### src/rtl/core/tun_pkg.sv
// Package for the triangle unit normal block: field widths, item types and the
// records handed between pipeline cells. No dependencies.
package tun_pkg;

    localparam int CW        = 16;                 // input coordinate width
    localparam int OUT_FRAC  = 14;                 // fraction bits of the normal
    localparam int OW        = OUT_FRAC + 2;       // output component width
    localparam int DW        = CW + 1;             // edge vector width
    localparam int PW        = 2 * DW;             // product and magnitude width
    localparam int LW        = $clog2(PW + 1);     // bit length width
    localparam int ALIGN     = 30;                 // aligned magnitude width
    localparam int SW        = 2 * ALIGN + 2;      // sum of squares width
    localparam int SQ_STEPS  = SW / 2;             // root bits, one per cell
    localparam int RW        = SQ_STEPS;           // root width
    localparam int SRW       = RW + 2;             // root remainder width
    localparam int QW        = OUT_FRAC + 1;       // quotient width, one bit per cell
    localparam int NW        = ALIGN + OUT_FRAC + 2; // dividend width
    localparam int DRW       = RW + 1;             // divisor and remainder width

    typedef struct packed {
        logic signed [CW-1:0] ax;
        logic signed [CW-1:0] ay;
        logic signed [CW-1:0] az;
        logic signed [CW-1:0] bx;
        logic signed [CW-1:0] by;
        logic signed [CW-1:0] bz;
        logic signed [CW-1:0] cx;
        logic signed [CW-1:0] cy;
        logic signed [CW-1:0] cz;
    } t_in;

    typedef struct packed {
        logic signed [OW-1:0] nx;
        logic signed [OW-1:0] ny;
        logic signed [OW-1:0] nz;
        logic                 degenerate;
    } t_out;

    typedef struct packed {
        logic [2:0][ALIGN-1:0] m;
        logic [2:0]            neg;
        logic                  degen;
    } t_carry;

    typedef struct packed {
        t_carry         c;
        logic [SW-1:0]  s;
        logic [SRW-1:0] rem;
        logic [RW-1:0]  root;
    } t_sq;

    typedef struct packed {
        logic [2:0]            neg;
        logic                  degen;
        logic [2:0][QW-1:0]    n;
        logic [2:0][DRW-1:0]   rem;
        logic [2:0][QW-1:0]    q;
        logic [DRW-1:0]        d;
    } t_dv;

endpackage

### src/rtl/core/tun_div_cell.sv
// One cell of the division chain: settles one quotient bit for each of the
// three components. Depends on tun_pkg.
module tun_div_cell import tun_pkg::*; (
    input  logic i_clk,
    input  logic i_rst_n,
    input  logic i_valid,
    input  t_dv  i_data,
    output logic o_rdy,
    output logic o_valid,
    output t_dv  o_data,
    input  logic i_rdy
);

    logic r_v;
    t_dv  r_d;
    t_dv  n_d;

    assign o_rdy   = !r_v || i_rdy;
    assign o_valid = r_v;
    assign o_data  = r_d;

    always_comb begin
        logic [DRW:0] r2;
        logic [DRW:0] diff;
        logic         ge;
        n_d = i_data;
        for (int i = 0; i < 3; i++) begin
            r2   = {i_data.rem[i], i_data.n[i][QW-1]};
            ge   = (r2 >= {1'b0, i_data.d});
            diff = r2 - {1'b0, i_data.d};
            n_d.rem[i] = ge ? diff[DRW-1:0] : r2[DRW-1:0];
            n_d.n[i]   = {i_data.n[i][QW-2:0], 1'b0};
            n_d.q[i]   = {i_data.q[i][QW-2:0], ge};
        end
    end

    always_ff @(posedge i_clk) begin
        if (!i_rst_n) begin
            r_v <= 1'b0;
        end else if (o_rdy) begin
            r_v <= i_valid;
        end
    end

    always_ff @(posedge i_clk) begin
        if (o_rdy) begin
            r_d <= n_d;
        end
    end

endmodule

### config.mk
export PLATFORM = sky130hd
export DESIGN_NAME = tun_div_cell
export DESIGN_NICKNAME = d
export VERILOG_FILES = /design/src/rtl/core/tun_pkg.sv /design/src/rtl/core/tun_div_cell.sv
export SDC_FILE = /design/constraint.sdc
export NUM_CORES = 1
export LEC_CHECK = 0
export BUFFER_PORTS_ARGS = -buffer_cell sky130_fd_sc_hd__buf_2
export CORE_AREA = 4 4 175 177
export CTS_BUF_LIST = sky130_fd_sc_hd__clkbuf_4 sky130_fd_sc_hd__clkbuf_8 sky130_fd_sc_hd__clkbuf_16
export CTS_CLUSTER_SIZE = 40
export DETAILED_ROUTE_END_ITERATION = 6
export DIE_AREA = 0 0 179 181
export PLACE_DENSITY = 0.74
export SLEW_MARGIN = 5
export SYNTH_ARGS = -nofsm -noshare
export SYNTH_HDL_FRONTEND = slang
export SYNTH_SLANG_ARGS = --single-unit
export TNS_END_PERCENT = 20
### constraint.sdc
create_clock -name i_clk -period 8.87 [get_ports i_clk]
set_clock_uncertainty 0.05 [all_clocks]
set_input_delay 1.3305 -clock i_clk [delete_from_list [all_inputs] [get_ports i_clk]]
set_output_delay 1.3305 -clock i_clk [all_outputs]
set_load 0.005 [all_outputs]
==> key figures, run 1 <==
Timing
  • Max-slew violations: 0
  • Worst hold margin: roughly 930 ps
  • Worst Tran Pin Value: 1020 ps
  • Setup-failing EPs final: 0
  • Period utilization: 52.3%
  • RSZ-0062 raised after global routing: no
  • Hold Violations, Final: 0
  • Fmax: 0.215 GHz
  • Setup TNS: 0 ps
  • Slew headroom: 31.7%
  • Tmin final: 4640 ps

Clock network
  • Clk_lat worst skew: 520 ps
  • # Post-CTS Setup Buffers: 0
  • Clock Pin Slew Worst Setup and Hold Paths: around 70 ps
  • CTS tree: yes
  • CTS Buffer Depth: 3
  • Root Buffer Master: clkbuf_16
  • Clk sinks: between 200 and 250
  • Hold_buf cts: 0
  • Post-CTS resize count: 0
  • CTS HTree Levels: 1
  • Number of CTS-inserted buffers: 25

Synth
  • Post-synthesis cell type count: 76
  • Yosys top cell area share: 49.5%
  • YS warnings: 0
  • Area contributors post-synth: edfxtp_1 50%, ha_1 9.0%, a21oi_1 4.6%, xnor2_1 3.5%, mux2_4 3.1%
  • Yosys top cell by area: edfxtp_1
  • Post-Syn Area: 0.0133 sq mm
  • Syn_area_per_cell: 11.4 sq um
  • Post-synthesis instance total: 1,165
  • Number of synthesized register bits: between 200 and 250
  • Sequential area share after synthesis: just under 50%
  • FFs w/ async S/R, synth: 0%
  • Ys flop type: edfxtp_1
  • EDFF count, synth: 219

Worst setup path
  • CP Max Fanout: 33
  • WP data required: 9090 ps
  • R2r worst-path depth: 2
  • Cell family with most CP delay: compound AO/OA/AOI/OAI gates
  • Worst setup path start: i_data[1]
  • Worst Path Arrival: between 4000 and 5000 ps
  • R2R Path Start: o_valid$_SDFFE_PN0P_
  • Cell type of the slowest stage on the worst timing path: a41o_2
  • Crit path kind: in2reg
  • Worst setup path end: o_data[144]$_DFFE_PP_
  • Reg2reg end: o_data[121]$_DFFE_PP_
  • WP buf/inv: 2
  • Startpoint Class: input port
  • Internal reg-to-reg setup slack: approximately 6600 ps
  • Number of cells on the critical path: 12
  • Crit. End Element: flop
  • CP max stage delay: 900 ps
  • Crit path cell chain: buf_2 > inv_1 > ha_1 > nor2b_1 > o21bai_1 > a211oi_2 > o311ai_4 > a21oi_2 > a311oi_2 > o21ai_1 > a41o_2 > mux2_1

Global routing
  • Initial antenna violation count: 12
  • GR Overflow Total: 0
  • Largest net degree at the start of global routing: approximately 170
  • Vias in the first global route: 10,900
  • First-pass GRT wire length: 63,300 um
  • Gr usage total: 25.3%

Placed design
  • Gpl congestion: 0.906
  • Final HPWL from detailed placement: 34,900 um
  • Dpl cells: ~2,000
  • Number of port buffers: 443

Final layout
  • Nets@finish: about 1,900
  • Final core occ: 56.9%
  • FF/Latch Area: 0.00660 sq mm
  • Area delta synth->final: 25.3%
  • FILL cells: approximately 2,500
  • Layout cells sized above 1: 34.4%
  • Layout Cells excl Fill: 2,012
  • Multi-input logic area: 0.00624 sq mm

Power
  • Final total power: 3.19 mW
  • PD cells: 192 mW/mm^2
  • Lkg Pwr: 7.51 nW
  • VDD IR-drop max: 0.134 mV

Run
  • Maxcap violations: 0

Detailed routing
  • Drt drc: 0
  • DR vias/cell: ~5.5
  • Via count: ~11,000
  • Remaining antenna violation count: 0
  • DRT Wirelength: between 40,000 and 50,000 um
  • DRT iter0 DRCs: about 600
  • Iteration count of the initial detailed-routing pass: 5
  • Avg WL per Cell: 21.5 um

Die
  • Starting density of the core: 45.4%
  • Die X: 179 um
  • DIE AREA: about 0.032 sq mm
  • Core area: 0.0292 sq mm
  • Die height: 181 um
  • Ports: 450
  • Row cnt: 63

Worst hold path
  • HP Class: in2reg

Outcome
  • Status: finished, final reports clean
## where the power goes
| part | internal, mW | switching [mW] | total (mW) |
|---|---|---|---|
| clock network | 0.587 | 0.442 | 1.03 |
| registers | 1.31 | 0.0356 | 1.35 |
| logic | 0.373 | 0.443 | 0.816 |
## sequential cells by signal, summed over array words and instances, names as in the netlist
signal and cells:
o_data 219, o_valid 1
## synth_stat cells (4+ instances only)
master / instances
o21ai_0: 68
inv_1: 66
a21o_1: 39
nor2b_1: 17
nor4_1: 4
a21oi_1: 123
a211oi_1: 7
nor2_1: 72
mux2_1: 13
clkbuf_1: 21
o31a_1: 6
o31ai_1: 6
a21boi_0: 4
and2_1: 6
mux2_4: 27
and3_1: 8
o21a_1: 10
nand2b_1: 15
nor3_1: 13
o211ai_1: 5
nand4_1: 18
a211o_1: 6
ha_1: 96
a31oi_1: 10
o21bai_1: 19
or3_1: 4
mux2_2: 22
mux2i_1: 5
xnor2_1: 53
nand3_1: 14
edfxtp_1: 219
xor2_1: 28
nand2_1: 70
a41oi_1: 4
buf_2: 8
## cell usage in the layout (no fill, tap or decap), types with 17 or more instances in the layout
| cell type | synthesis | final |
|---|---|---|
| o21bai_1 | 19 | 19 |
| mux2_2 | 22 | 22 |
| a21oi_1 | 123 | 123 |
| nand2_1 | 70 | 70 |
| buf_2 | 8 | 443 |
| mux2_4 | 27 | 27 |
| nor2_1 | 72 | 72 |
| inv_1 | 66 | 66 |
| xnor2_1 | 53 | 53 |
| xor2_1 | 28 | 28 |
| clkbuf_16 | 0 | 25 |
| nor2b_1 | 17 | 17 |
| a21o_1 | 39 | 39 |
| nand4_1 | 18 | 18 |
| o21ai_0 | 68 | 68 |
| ha_1 | 96 | 96 |
| edfxtp_1 | 219 | 219 |
## cells by family after synthesis
| logic type | Yosys count | share of synthesized area, % |
|---|---|---|
| AO/OA/AOI/OAI | 338 | 16.2 |
| XOR/XNOR | 81 | 5.34 |
| adder cells (fa/ha/maj) | 99 | 9.50 |
| buffers and inverters | 103 | 3.50 |
| flip-flops | 220 | 49.7 |
| multiplexers | 67 | 6.40 |
| other | 1 | 0.0282 |
| AND/OR/NAND/NOR | 256 | 9.39 |
## worst min-delay path by stage
| stage | startpoint | endpoint | slack, ps | cells after the start |
|---|---|---|---|---|
| final | i_data[201] | o_data[202]$_DFFE_PP_ | 930 | 1 |
| after detailed placement | o_valid$_SDFFE_PN0P_ | o_data[68]$_DFFE_PP_ | 1140 | 1 |
| after floorplan | i_data[0] | o_data[0]$_DFFE_PP_ | 1380 | 0 |
| after global routing | i_data[201] | o_data[202]$_DFFE_PP_ | 900 | 1 |
| after CTS | i_data[201] | o_data[202]$_DFFE_PP_ | 900 | 1 |
| after global placement | o_valid$_SDFFE_PN0P_ | o_valid$_SDFFE_PN0P_ | 1110 | 2 |
## per-layer routing
metal  track usage, %  vias to the layer above  share of wire (%)
li1                 -                     5255                  -
met1             29.3                     5285                 37
met2             44.5                      434                 49
met3             7.57                      104                9.8
met4             8.32                       24                3.7
met5                0                        -               0.31
## final cells by class
class	instances	area share, %
well taps	390	2.93
clock inverters	18	1.04
repair buffers	446	13.5
clock buffers	27	3.85
multi-input cells	844	37.5
inverters	66	1.49
diodes	1	0.0150
flip-flops and latches	220	39.7
## metrics by stage
stage / worst slack, ps / instance area [sq um]
final: 4230 / 16600
after global routing: 3960 / 16600
after CTS: 4210 / 16600
after detailed placement: 3670 / 15800
after global placement: 3750 / 15800
after floorplan: 862 / 13300
Power figures use the tool's default switching activity.
==> run 2: changes to the inputs <==
clock period = 4.8 ns   (was 8.87 ns; I/O delays follow)
==> run 2 against run 1 <==
Largest power group unchanged. Critical path type unchanged. Highest routed layer unchanged. Hold slack got worse by 620 ps. Worst setup slack worse by 3300 ps. Non-clock buffer count grew 2. Combinational power rose by 86%. Clock power up 94%.
==> key figures, run 2 (synthesis gave the netlist of run 1 again) <==
Outcome
  • Status: finished, final reports clean (unchanged)

Final layout
  • Largest register FFs: 219 (unchanged)
  • Area delta synth->final: 26.0% (was 25.3%)
  • Layout cells sized above 1: 34.5% (was 34.4%)
  • Nets@finish: 1,930 (was 1,928)
  • Most frequent cells in the layout: 443 x buf_2, 219 x edfxtp_1, 123 x a21oi_1 (unchanged)
  • FILL cells: 2,482 (was 2,535)
  • Commonest non-fill, non-tap cell in the layout: buf_2 (unchanged)

Worst setup path
  • Cell type of the slowest stage on the worst timing path: a41o_2 (unchanged)
  • WP data required: 5030 ps (was 9090 ps)
  • Startpoint Class: input port (unchanged)
  • Worst Path Arrival: 4110 ps (was 4860 ps)
  • Crit path cell chain: buf_2 > inv_1 > ha_1 > nor2b_1 > o21bai_1 > a211oi_2 > o311ai_4 > a21oi_2 > a311oi_2 > o21ai_1 > a41o_2 > mux2_1 (unchanged)
  • WP buf/inv: 2 (unchanged)
  • Cell family with most CP delay: compound AO/OA/AOI/OAI gates (unchanged)
  • CP Max Fanout: 33 (unchanged)
  • Crit path kind: in2reg (unchanged)
  • Crit. End Element: flop (unchanged)
  • CP max stage delay: 880 ps (was 900 ps)

Placed design
  • Final HPWL from detailed placement: 34,900 um (about the same)
  • Number of port buffers: 443 (unchanged)
  • Gpl congestion: 0.911 (was 0.906)

Die
  • Core area: 0.0292 sq mm (unchanged)
  • Die X: 179 um (unchanged)
  • Row cnt: 63 (unchanged)
  • Ports: 450 (unchanged)
  • Starting density of the core: 45.4% (unchanged)
  • DIE AREA: 0.0324 sq mm (unchanged)
  • Die height: 181 um (unchanged)

Run
  • Maxcap violations: 0 (unchanged)

Clock network
  • Root Buffer Master: clkbuf_16 (unchanged)
  • Clock Pin Slew Worst Setup and Hold Paths: 60 ps (was 70 ps)
  • CTS Buffer Depth: 3 (unchanged)
  • Number of CTS-inserted buffers: 25 (unchanged)
  • CTS HTree Levels: 1 (unchanged)
  • CTS tree: yes (unchanged)
  • Clk sinks: 220 (unchanged)
  • Clk_lat worst skew: 530 ps (was 520 ps)
  • Post-CTS resize count: 0 (unchanged)
  • # Post-CTS Setup Buffers: 0 (unchanged)
  • Hold_buf cts: 0 (unchanged)

Global routing
  • Initial antenna violation count: 13 (was 12)
  • GR Overflow Total: 0 (unchanged)
  • Largest net degree at the start of global routing: 151 (was 169)
  • Vias in the first global route: 11,100 (was 10,900)
  • Gr usage total: 25.5% (was 25.3%)
  • First-pass GRT wire length: 63,800 um (was 63,300 um)

Timing
  • Period utilization: 80.8%
  • Hold Violations, Final: 0 (unchanged)
  • Fmax: 0.258 GHz
  • Max-slew violations: 0 (unchanged)
  • Worst hold margin: 308 ps (was 926 ps)
  • RSZ-0062 raised after global routing: no (unchanged)
  • Tmin final: 3880 ps
  • Setup TNS: 0 ps (unchanged)
  • Slew headroom: 32.5% (was 31.7%)
  • Setup-failing EPs final: 0 (unchanged)
  • Worst Tran Pin Value: 1010 ps (was 1020 ps)

Detailed routing
  • Remaining antenna violation count: 0 (unchanged)
  • DR vias/cell: 5.50 (was 5.52)
  • Via count: 11,100 (about the same)
  • DRT iter0 DRCs: 604 (was 611)
  • Drt drc: 0 (unchanged)
  • DRT Wirelength: 43,800 um (was 43,300 um)
  • Avg WL per Cell: 21.7 um (was 21.5 um)
  • Iteration count of the initial detailed-routing pass: 5 (unchanged)

Power
  • PD cells: 359 mW/mm^2 (was 192 mW/mm^2)
  • VDD IR-drop max: 0.276 mV (was 0.134 mV)
  • Final total power: 6.00 mW (was 3.19 mW)
  • Lkg Pwr: 7.57 nW (was 7.51 nW)

Worst hold path
  • HP Class: in2reg (unchanged)
==> run 2: cell count changes in the layout (fill, tap and decap cells not counted), moves of 2 or more <==
cell / delta
buf_12: +2
clkinvlp_4: -3
diode_2: +3
clkbuf_8: +4
==> run 2: worst register-to-register path, stage by stage (launching register included) <==
cell and delay [ps]:
dfxtp_1 350, nand2b_4 260, buf_12 590
==> run 2: worst paths after layout <==
check	startpoint	endpoint	slack (ps)	cells after the start
min	i_data[210]	o_data[211]$_DFFE_PP_	310	1
max	i_data[1]	o_data[143]$_DFFE_PP_	920	12
min reg2reg	o_valid$_SDFFE_PN0P_	o_data[64]$_DFFE_PP_	740	1
max reg2reg	o_valid$_SDFFE_PN0P_	o_data[5]$_DFFE_PP_	3020	2
==> run 2: metal layers <==
layer | up-vias | wire [um] | global-route usage, %
met5 | - | 123 | 0
met4 | 18 | 1850 | 9.36
met3 | 110 | 4160 | 7.34
met1 | 5272 | 16300 | 29.6
li1 | 5251 | - | -
met2 | 457 | 21300 | 44.5
==> run 2: cell type report <==
class,instances,area (sq um),area share (%)
tap,390,488,2.92
multi-input combinational,844,6240,37.3
timing repair buffer,448,2290,13.7
inverter,66,248,1.48
sequential,220,6600,39.4
clock inverter,15,168,1.00
clock buffer,31,696,4.16
antenna,4,10.0,0.0598
==> run 2: stage by stage <==
stage	instances	setup slack (ps)	util (%)	area, sq um
final	2018	922	57.2	16700
after global routing	2014	732	57.2	16700
after CTS	2014	934	57.2	16700
after detailed placement	1968	391	54.2	15900
after global placement	1968	436	54.2	15900
after floorplan	1167	517	-	13300
==> run 2: power breakdown <==
group / leakage (nW) / internal, mW / switching, mW
registers: 2.27 / 2.42 / 0.0636
logic: 4.87 / 0.693 / 0.825
clock network: 0.423 / 1.19 / 0.808
