File: src/rtl/core/tun_pkg.sv
// Package for the triangle unit normal block: field widths, item types and the
// records handed between pipeline cells. No dependencies.
package tun_pkg;

    localparam int CW        = 16;                 // input coordinate width
    localparam int OUT_FRAC  = 14;                 // fraction bits of the normal
    localparam int OW        = OUT_FRAC + 2;       // output component width
    localparam int DW        = CW + 1;             // edge vector width
    localparam int PW        = 2 * DW;             // product and magnitude width
    localparam int LW        = $clog2(PW + 1);     // bit length width
    localparam int ALIGN     = 30;                 // aligned magnitude width
    localparam int SW        = 2 * ALIGN + 2;      // sum of squares width
    localparam int SQ_STEPS  = SW / 2;             // root bits, one per cell
    localparam int RW        = SQ_STEPS;           // root width
    localparam int SRW       = RW + 2;             // root remainder width
    localparam int QW        = OUT_FRAC + 1;       // quotient width, one bit per cell
    localparam int NW        = ALIGN + OUT_FRAC + 2; // dividend width
    localparam int DRW       = RW + 1;             // divisor and remainder width

    typedef struct packed {
        logic signed [CW-1:0] ax;
        logic signed [CW-1:0] ay;
        logic signed [CW-1:0] az;
        logic signed [CW-1:0] bx;
        logic signed [CW-1:0] by;
        logic signed [CW-1:0] bz;
        logic signed [CW-1:0] cx;
        logic signed [CW-1:0] cy;
        logic signed [CW-1:0] cz;
    } t_in;

    typedef struct packed {
        logic signed [OW-1:0] nx;
        logic signed [OW-1:0] ny;
        logic signed [OW-1:0] nz;
        logic                 degenerate;
    } t_out;

    typedef struct packed {
        logic [2:0][ALIGN-1:0] m;
        logic [2:0]            neg;
        logic                  degen;
    } t_carry;

    typedef struct packed {
        t_carry         c;
        logic [SW-1:0]  s;
        logic [SRW-1:0] rem;
        logic [RW-1:0]  root;
    } t_sq;

    typedef struct packed {
        logic [2:0]            neg;
        logic                  degen;
        logic [2:0][QW-1:0]    n;
        logic [2:0][DRW-1:0]   rem;
        logic [2:0][QW-1:0]    q;
        logic [DRW-1:0]        d;
    } t_dv;

endpackage

File: src/rtl/core/tun_sqrt_cell.sv
// One cell of the square root chain: settles one root bit from two bits of
// the sum of squares. Depends on tun_pkg.
module tun_sqrt_cell import tun_pkg::*; (
    input  logic i_clk,
    input  logic i_rst_n,
    input  logic i_valid,
    input  t_sq  i_data,
    output logic o_rdy,
    output logic o_valid,
    output t_sq  o_data,
    input  logic i_rdy
);

    logic r_v;
    t_sq  r_d;
    t_sq  n_d;

    assign o_rdy   = !r_v || i_rdy;
    assign o_valid = r_v;
    assign o_data  = r_d;

    always_comb begin
        logic [SRW+1:0] remsh;
        logic [SRW+1:0] trial;
        logic           ge;
        logic [SRW+1:0] diff;
        remsh = {i_data.rem, i_data.s[SW-1:SW-2]};
        trial = (SRW+2)'({i_data.root, 2'b01});
        ge    = (remsh >= trial);
        diff  = remsh - trial;
        n_d      = i_data;
        n_d.s    = {i_data.s[SW-3:0], 2'b00};
        n_d.rem  = ge ? diff[SRW-1:0] : remsh[SRW-1:0];
        n_d.root = {i_data.root[RW-2:0], ge};
    end

    always_ff @(posedge i_clk) begin
        if (!i_rst_n) begin
            r_v <= 1'b0;
        end else if (o_rdy) begin
            r_v <= i_valid;
        end
    end

    always_ff @(posedge i_clk) begin
        if (o_rdy) begin
            r_d <= n_d;
        end
    end

endmodule

File: config.mk
export PLATFORM = sky130hd
export DESIGN_NAME = tun_sqrt_cell
export DESIGN_NICKNAME = d
export VERILOG_FILES = /design/src/rtl/core/tun_pkg.sv /design/src/rtl/core/tun_sqrt_cell.sv
export SDC_FILE = /design/constraint.sdc
export NUM_CORES = 1
export LEC_CHECK = 0
export BUFFER_PORTS_ARGS = -buffer_cell sky130_fd_sc_hd__buf_2
export CORE_AREA = 2 2 175 177
export DETAILED_ROUTE_END_ITERATION = 6
export DIE_AREA = 0 0 177 179
export GPL_TIMING_DRIVEN = 1
export PLACE_DENSITY_LB_ADDON = 0.05
export SYNTH_ARGS = -nofsm -noshare
export SYNTH_HDL_FRONTEND = slang
export SYNTH_SLANG_ARGS = --single-unit
File: constraint.sdc
create_clock -name i_clk -period 26.6 [get_ports i_clk]
set_input_delay 5.32 -clock i_clk [delete_from_list [all_inputs] [get_ports i_clk]]
set_output_delay 5.32 -clock i_clk [all_outputs]
set_load 0.03 [all_outputs]
==> run metrics, run 1 <==
CP endpoint kind=output port; Pwr per Cell Area=74.5 nW/µm²; Placed Instances=1439; Leakage=5.57 nW; CTS tree=yes; # fillers=2995; DRC=0; #FFs+latches synth=219; fmax=87.0 MHz; worst path arrival time=6180 ps; Main synth FF type=edfxtp_1; # diodes=0; Min-Delay Path Class=reg -> reg; number of CTS-inserted buffers=26; hold buffers post-CTS=0; Synth Area in Adders=0.0454; setup bufs post-CTS=0; vias in the first global route=6178; Slew Limit Fails=0; cell taking the most area after synthesis=edfxtp_1; fin crit share=0.432; hpwl dp=22.6 mm; Core Region=30000 µm²; Final Critical Period=11500 ps; largest net degree at the start of global routing=79; Non-Filler Instances=1485; Area growth syn-to-layout=37.6%; Post-synth ARST share=0; Max FO, Critical Path=35; io pins=446; Slowest-stage cell, CP=nand2b_4; global route overflow=0; WP buf/inv=2; outcome=completed; Most Frequent Cell on Critical Path=buf_2; placed cell area=11700 µm²; synthesized area per cell=14.9 µm²; hold slack final=953 ps; Layout Skew=7.29 ps; CTS max path bufs=3; clk sink count=219; htree depth=1; complex-gate fraction of the synthesized area=0.0955; worst skew pair latency=530 ps; Root Buffer=clkbuf_16; xor and xnor area share after synthesis=0.0269; drt first pass iters=6; Netlist cell types=60; via/cell ratio=4.47; sequential element share of the synthesized area=0.721; mapped cell area=9100 µm²; CP top delay family=simple AND/OR/NAND/NOR gates; Initial Utilization=0.303; GRT Total Usage=0.168; initial antenna violation count=3; largest stage delay on the critical path=430 ps; total number of vias=6631; PortBufs=443; post-synthesis mux area share=0.0122; die height=179 µm; total negative setup slack=0 ps; post-route ant nets=0; max-cap violations=0; worst slew pin tran=1000 ps; routability congestion estimate=0.773; top post-synthesis cells by area=edfxtp_1 (72%), ha_1 (4.5%), a21oi_1 (2.6%), inv_1 (2.0%), nor2_1 (1.9%); synth cell count leaders=edfxtp_1 (218), a21oi_1 (48), inv_1 (48); Die W=177 µm; Mapped Cells=610; unrepaired setup endpoints after global routing=no; Fin. Hold Viols=0; WS Path Type=in -> out; Final Setup Violations=0; Max VDD drop=45.5 µV; Post-Route WL=28.6 mm; Design Area, Final=12500 µm²; Synth top area share=0.719; simple-gate share of the synthesized area=0.0657; crit path launch type=primary input; Rows=64; fraction of final layout cells sized beyond drive strength 1=0.467; Worst EP required=21280 ps; Die ar.=31700 µm²; Initial DRC Count=352; count leader, synth=edfxtp_1; CTS resizes=0; Routed WL per cell=19.3 µm; Post-synth EDFFs=218; largest family of logic cells by synthesized area=compound AO/OA/AOI/OAI gates; total chip power=0.934 mW; first-pass GRT wire length=39.9 mm; Max transition margin=0.333; Synth Warn #=0; critical-path cell list=buf_2, nand2b_4, buf_2; Clk pin slew, worst setup/hold paths=50 ps; Final Net Count=1328
==> power breakdown <==
part	internal [mW]	total (mW)	leakage [nW]	switching (mW)
Clock	0.188	0.325	0.377	0.137
Combinational	0.0579	0.185	2.93	0.128
Sequential	0.416	0.423	2.26	0.00680
Total	0.662	0.934	5.57	0.272
==> per-layer routing <==
metal  share of wire  vias up  track usage
met1            0.39     3119        0.202
met5          0.0013        -            0
met2            0.51      248        0.295
met4           0.021        6       0.0396
met3           0.084       41       0.0511
li1                -     3217            -
==> cells by family (layout without fill, tap and decap cells) <==
kind of cell               after synthesis  after routing
muxes                                   10             10
AOI/OAI and AO/OA                      133            133
buffers and inverters                   63            541
adders and majority gates               33             33
and+or+nand+nor                        123            123
DFF                                    219            219
xor gates and xnor gates                28             28
other                                    1              2
==> worst paths after layout <==
path,from,end,slack (ps),cells after the start
hold / removal,o_valid,o_data[163],950,1
hold reg to reg,o_valid,o_data[163],950,1
setup / recovery,i_rdy,o_rdy,15100,3
setup reg to reg,o_valid,o_data[74],23990,3
==> layout by cell type (no fill, tap or decap), drive strengths merged, types with 3 or more instances in the layout <==
cell type,instances
a211oi,5
a21o,6
a21oi,60
a31oi,7
and3,7
and4,3
buf,447
clkbuf,30
clkinv,13
edfxtp,218
ha,33
inv,49
mux2,9
nand2,25
nand2b,6
nand3,11
nand4,4
nor2,47
nor3,9
nor4,3
o21a,3
o21ai,23
o21bai,6
o31ai,3
xnor2,15
xor2,13
==> state kept, by name, summed over array words and instances, names as in the netlist <==
register,flops
o_data,218
o_valid,1
==> worst register-to-register path, cell delays in order (launching register included) <==
cell	delay (ps)
dfxtp_1	330
nand2b_4	400
buf_4	580
buf_4	840
==> final cells by class <==
class                      count  area (µm²)  share of cell area
multi-input combinational    329        2260               0.180
clock buffer                  30         666              0.0531
inverter                      48         180              0.0144
timing repair buffer         447        2250               0.179
sequential                   219        6570               0.524
tap                          396         495              0.0396
clock inverter                16         111             0.00889
==> through the flow <==
| step | utilization | worst slack (ps) |
|---|---|---|
| floorplan | - | 10510 |
| global placement | 0.391 | 15050 |
| detailed placement | 0.391 | 15060 |
| CTS | 0.417 | 15070 |
| global route | 0.417 | 15010 |
| finish | 0.417 | 15100 |
Note: power is estimated with default switching activity, not from simulation.
==> run 2, diff against run 1 <==
- clock period: 26.6 -> 11.4 ns (I/O delays scaled with it)
==> run 2 against run 1 <==
Critical path depth up 9. Register-to-register slack worse by 15000 ps. Combinational power up 130%. Sequential cell count unchanged. Final area rose by 0.21%. Clock skew grew 2.0 ps. Routed wire length up 0.89%. Largest power group unchanged.
==> run metrics, run 2 (same netlist as run 1, synthesis figures left out) <==
vias in the first global route=6278 (+1.6%); Final Critical Period=5470 ps; max reg flops=218 (unchanged); Sw Ratio=0.285 (-0.00593); fin crit share=0.480; die height=179 µm (unchanged); hold buffers post-CTS=0 (unchanged); CTS tree=yes; Post-Route WL=28.9 mm (+0.89%); FF-to-FF Start=o_valid; Core Region=30000 µm² (unchanged); largest net degree at the start of global routing=75 (-5.1%); post-route ant nets=0 (unchanged); Worst EP required=11750 ps (-9530 ps); DRC=0 (unchanged); worst path arrival time=5820 ps (-360 ps); CP top delay family=compound AO/OA/AOI/OAI gates; Fin. Hold Viols=0 (unchanged); max-cap violations=0 (unchanged); first-pass GRT wire length=39.8 mm (-0.19%); Seq pwr share=0.448 (-0.005); critical-path cell list=buf_2, inv_1, ha_1, nand4_2, nor3_2, nand3_1, o2111a_2, o311a_1, o21ai_4, buf_4, or4b_1, o21ai_0; P_int=1.57 mW (+140%); htree depth=1 (unchanged); Final Net Count=1326 (-0.15%); setup bufs post-CTS=0 (unchanged); Leakage=5.58 nW (+0.27%); number of CTS-inserted buffers=24 (-7.7%); unrepaired setup endpoints after global routing=no; hpwl dp=22.9 mm (+1.5%); Max transition margin=0.346 (+0.0127); Die ar.=31700 µm² (unchanged); WP buf/inv=3 (+1); drt first pass iters=4 (-2); Slew Limit Fails=0 (unchanged); r2r endpoint=o_data[140]; commonest cells after routing, fill and taps aside=buf_2 (443), edfxtp_1 (218), inv_1 (48), a21oi_1 (48), nor2_1 (47); PortBufs=443 (unchanged); initial antenna violation count=5 (+2); Min-Delay Path Class=reg -> reg; Initial DRC Count=317 (-9.9%); worst skew pair latency=520 ps (about the same); CTS max path bufs=3 (unchanged); Final Setup Violations=0 (unchanged); Max FO, Critical Path=32 (-8.6%); total negative setup slack=0 ps (unchanged); largest stage delay on the critical path=600 ps (+170 ps); Root Buffer=clkbuf_16; fmax=183 MHz; Pwr per Cell Area=175 nW/µm² (+140%); total number of vias=6624 (-0.11%); Initial Utilization=0.303 (unchanged); Setup WS post-layout=5930 ps (-9180 ps); global route overflow=0 (unchanged); Net Sw Power=0.628 mW (+130%); worst slew pin tran=981 ps (-19.0 ps); Die W=177 µm (unchanged); worst reg2reg setup slack=9370 ps (-14620 ps); fraction of final layout cells sized beyond drive strength 1=0.472 (+0.00454); Routed WL per cell=19.4 µm (+0.75%); Area growth syn-to-layout=37.9%; Slowest-stage cell, CP=o21ai_4; CTS resizes=0 (unchanged); HP Start=o_valid; Max VDD drop=95.2 µV (+110%); outcome=completed; Rows=64 (unchanged); hold path cells=1 (unchanged); pre-CTS worst setup slack=5350 ps (-9710 ps); GRT Total Usage=0.169 (+0.00138); CP endpoint kind=flip-flop; clk sink count=219 (unchanged); crit path launch type=primary input; clock share of power=0.355 (+0.007); WHS Endpoint=o_data[9]; routability congestion estimate=0.780 (+0.94%); io pins=446 (unchanged); Layout Skew=9.26 ps (+1.97 ps); R2R depth=2 (-1); Comb pwr share=0.197 (-0.002); commonest non-fill, non-tap cell in the layout=buf_2; # fillers=2956 (-1.3%); Clk pin slew, worst setup/hold paths=60 ps (about the same); WS Path Type=in -> reg; via/cell ratio=4.45 (-0.24%)
run 2: cell types whose count changed in the layout (fill, tap and decap cells not counted), sizes merged:
cell / before / now
clkbuf: 30 / 29
inv: 49 / 48
diode: 0 / 4
clkinv: 13 / 11
bufinv: 1 / 3
run 2: per-layer routing:
metal,wire (µm),vias up,GRT usage
met5,26,-,0
met4,451,4,0.0424
met3,2570,36,0.0581
met2,14600,246,0.299
met1,11300,3111,0.196
li1,-,3227,-
run 2: power by group through the flow:
stage                     sequential (mW)  combinational [mW]  clock, mW
after floorplan                      1.16               0.133          0
after global placement               1.00               0.441          0
after detailed placement             1.00               0.441          0
after CTS                           0.987               0.442      0.812
after global routing                0.993               0.466      0.842
final                               0.986               0.434      0.781
run 2: metrics by stage:
stage | cells | power (mW) | hold slack (ps) | cell area (µm²) | util
4_1_cts | 1483 | 2.24 | 986 | 12500 | 0.418
5_1_grt | 1486 | 2.30 | 1010 | 12500 | 0.418
3_3_place_gp | 1439 | 1.44 | 947 | 11700 | 0.391
6_report | 1487 | 2.20 | 952 | 12600 | 0.418
2_1_floorplan | 611 | 1.30 | 2380 | 9100 | -
3_5_place_dp | 1439 | 1.44 | 961 | 11700 | 0.391
run 2: worst max path at each step:
stage | start | endpoint | slack (ps) | cells past startpoint
floorplan | i_rdy | o_rdy | 1390 | 1
global placement | i_data[11] | o_data[57] | 5410 | 12
detailed placement | i_data[11] | o_data[57] | 5350 | 12
CTS | i_data[11] | o_data[57] | 5870 | 12
global route | i_data[11] | o_data[57] | 5620 | 12
finish | i_data[11] | o_data[57] | 5930 | 12
run 2: worst register-to-register path: cells and delay by family, from the launching register on:
family                 cells  cell delay (ps)
DFF                        1              340
and+or+nand+nor            1              370
buffers and inverters      1              800
run 2: cell type report:
class | instances | area, µm² | area share
timing repair buffer | 447 | 2250 | 0.179
clock inverter | 15 | 153 | 0.0122
clock buffer | 29 | 641 | 0.0510
sequential | 219 | 6570 | 0.523
antenna | 4 | 10.0 | 0.000797
tap | 396 | 495 | 0.0395
multi-input combinational | 329 | 2260 | 0.180
inverter | 48 | 180 | 0.0144
==> run 3, diff against run 2 <==
- clock period: 11.4 -> 4.5 ns (I/O delays scaled with it)
==> run 3 against run 2 <==
Non-clock buffer count rose by 3. Via count is 0.35% lower. Sequential power rose to 2.5 times the previous value. Utilization increased by 0.11 points. Global-route usage barely moved. Clock power grew to 2.5 times the previous value. Register-to-register slack worse by 6400 ps. Die area unchanged. Critical path depth unchanged. Combinational power rose to 2.5 times the previous value. Clock skew grew 8.7 ps. Highest routed layer unchanged.
==> run metrics, run 3 (same netlist as run 1, synthesis figures left out) <==
unrepaired setup endpoints after global routing=no; largest net degree at the start of global routing=147 (+96%); Slew Limit Fails=0 (unchanged); worst skew pair latency=520 ps (about the same); vias in the first global route=6266 (-0.19%); Design Area, Final=12600 µm² (+0.26%); max reg flops=218 (unchanged); PortBufs=443 (unchanged); Placed Instances=1442 (+0.21%); worst slew pin tran=877 ps (-104 ps); # fillers=2935 (-0.71%); routability congestion estimate=0.758 (-2.8%); Die ar.=31700 µm² (unchanged); Max transition margin=0.415 (+0.0693); Core Region=30000 µm² (unchanged); hpwl dp=22.6 mm (-1.1%); post-route ant nets=0 (unchanged); Root Buffer=clkbuf_16; outcome=completed; hold path cells=1 (unchanged); max-cap violations=0 (unchanged); Rows=64 (unchanged); R2R depth=2 (unchanged); met2 wire length=14.8 mm (+1.4%); Max FO, Critical Path=35 (+9.4%); Final Setup Violations=0 (unchanged); met1 WL=10.9 mm (-2.8%); total negative setup slack=0 ps (unchanged); clk sink count=219 (unchanged); Clk pin slew, worst setup/hold paths=60 ps (about the same); via/cell ratio=4.44 (-0.35%); Worst EP required=4850 ps (-6900 ps); Fin. Hold Viols=0 (unchanged); total chip power=5.59 mW (+150%); total number of vias=6601 (-0.35%); Non-Filler Instances=1487 (unchanged); GRT Total Usage=0.170 (+0.000178); Min-Delay Path Class=in -> reg; Leakage=5.59 nW (+0.17%); number of CTS-inserted buffers=25 (+4.2%); DRC=0 (unchanged); io pins=446 (unchanged); Final Critical Period=3420 ps; register area=6570 µm² (unchanged); CTS resizes=0 (unchanged); hold buffers post-CTS=0 (unchanged); Final Net Count=1330 (+0.30%); pre-CTS worst setup slack=557 ps (-4800 ps); Multi-input gate area=2260 µm² (unchanged); Post-Route WL=28.8 mm (-0.18%); FF-to-FF Start=o_valid; setup bufs post-CTS=0 (unchanged); fraction of final layout cells sized beyond drive strength 1=0.469 (-0.00313); htree depth=1 (unchanged); WHS Endpoint=o_data[70]; HP Start=i_data[68]; CP endpoint kind=flip-flop; global route overflow=0 (unchanged); first-pass GRT wire length=40.0 mm (+0.36%); worst path arrival time=3770 ps (-2050 ps); placed cell area=11800 µm² (+0.40%); crit path launch type=primary input; drt first pass iters=5 (+1); critical-path cell list=buf_2, inv_1, ha_1, nand4_2, nor3_2, nand3_1, o2111a_2, o311a_1, o21ai_4, buf_12, or4b_1, o21ai_0; Top Metal Used=met5; Max VDD drop=261 µV (+170%); CTS tree=yes; Initial Utilization=0.303 (unchanged); fin crit share=0.760; Layout Skew=17.9 ps (+8.68 ps); Setup WS post-layout=1080 ps (-4850 ps); fmax=292 MHz; Pwr per Cell Area=445 nW/µm² (+150%); met3 WL post-DR=2.49 mm (-3.2%); hold slack final=548 ps (-404 ps); Slowest-stage cell, CP=or4b_1; Area growth syn-to-layout=38.3%; initial antenna violation count=5 (unchanged); WS Path Type=in -> reg; largest stage delay on the critical path=450 ps (-150 ps); die height=179 µm (unchanged); Routed WL per cell=19.4 µm (-0.18%); r2r endpoint=o_data[90]; final core utilization=0.419 (+0.00108); worst reg2reg setup slack=2920 ps (-6450 ps); commonest cells after routing, fill and taps aside=buf_2 (443), edfxtp_1 (218), inv_1 (48), a21oi_1 (48), nor2_1 (47); Initial DRC Count=427 (+35%); commonest non-fill, non-tap cell in the layout=buf_2; Die W=177 µm (unchanged); CTS max path bufs=3 (unchanged)
run 3: cell type report:
cell class,count,share of cell area
flip-flops and latches,219,0.522
repair buffers,450,0.182
multi-input cells,329,0.180
clock buffers,32,0.0518
well taps,396,0.0394
inverters,48,0.0143
clock inverters,12,0.0106
diodes,1,0.000199
run 3: per-layer routing:
layer | track usage | up-vias
met5 | 0 | -
met4 | 0.0475 | 6
met3 | 0.0562 | 41
met2 | 0.303 | 243
met1 | 0.193 | 3084
li1 | - | 3227
run 3: worst max-delay path, delay by kind of cell:
kind	cells	cell delay, ps
compound gates	4	1000
simple gates	4	990
fa+ha+maj	1	420
buf+inv	3	430
run 3: how the worst max path moves through the flow:
stage / from / end / slack, ps / cells past startpoint
2_1_floorplan: i_data[12] / o_data[60] / 1070 / 12
3_3_place_gp: i_data[11] / o_data[39] / 600 / 11
3_5_place_dp: i_data[12] / o_data[39] / 560 / 11
4_1_cts: i_data[12] / o_data[57] / 1090 / 12
5_1_grt: i_data[12] / o_data[57] / 900 / 12
6_report: i_data[12] / o_data[57] / 1080 / 12
run 3: power by group:
part           total (mW)  switching (mW)  internal [mW]
logic                1.10           0.756          0.346
registers            2.50          0.0394           2.46
clock network        1.99           0.807           1.19
total                5.59            1.60           3.99
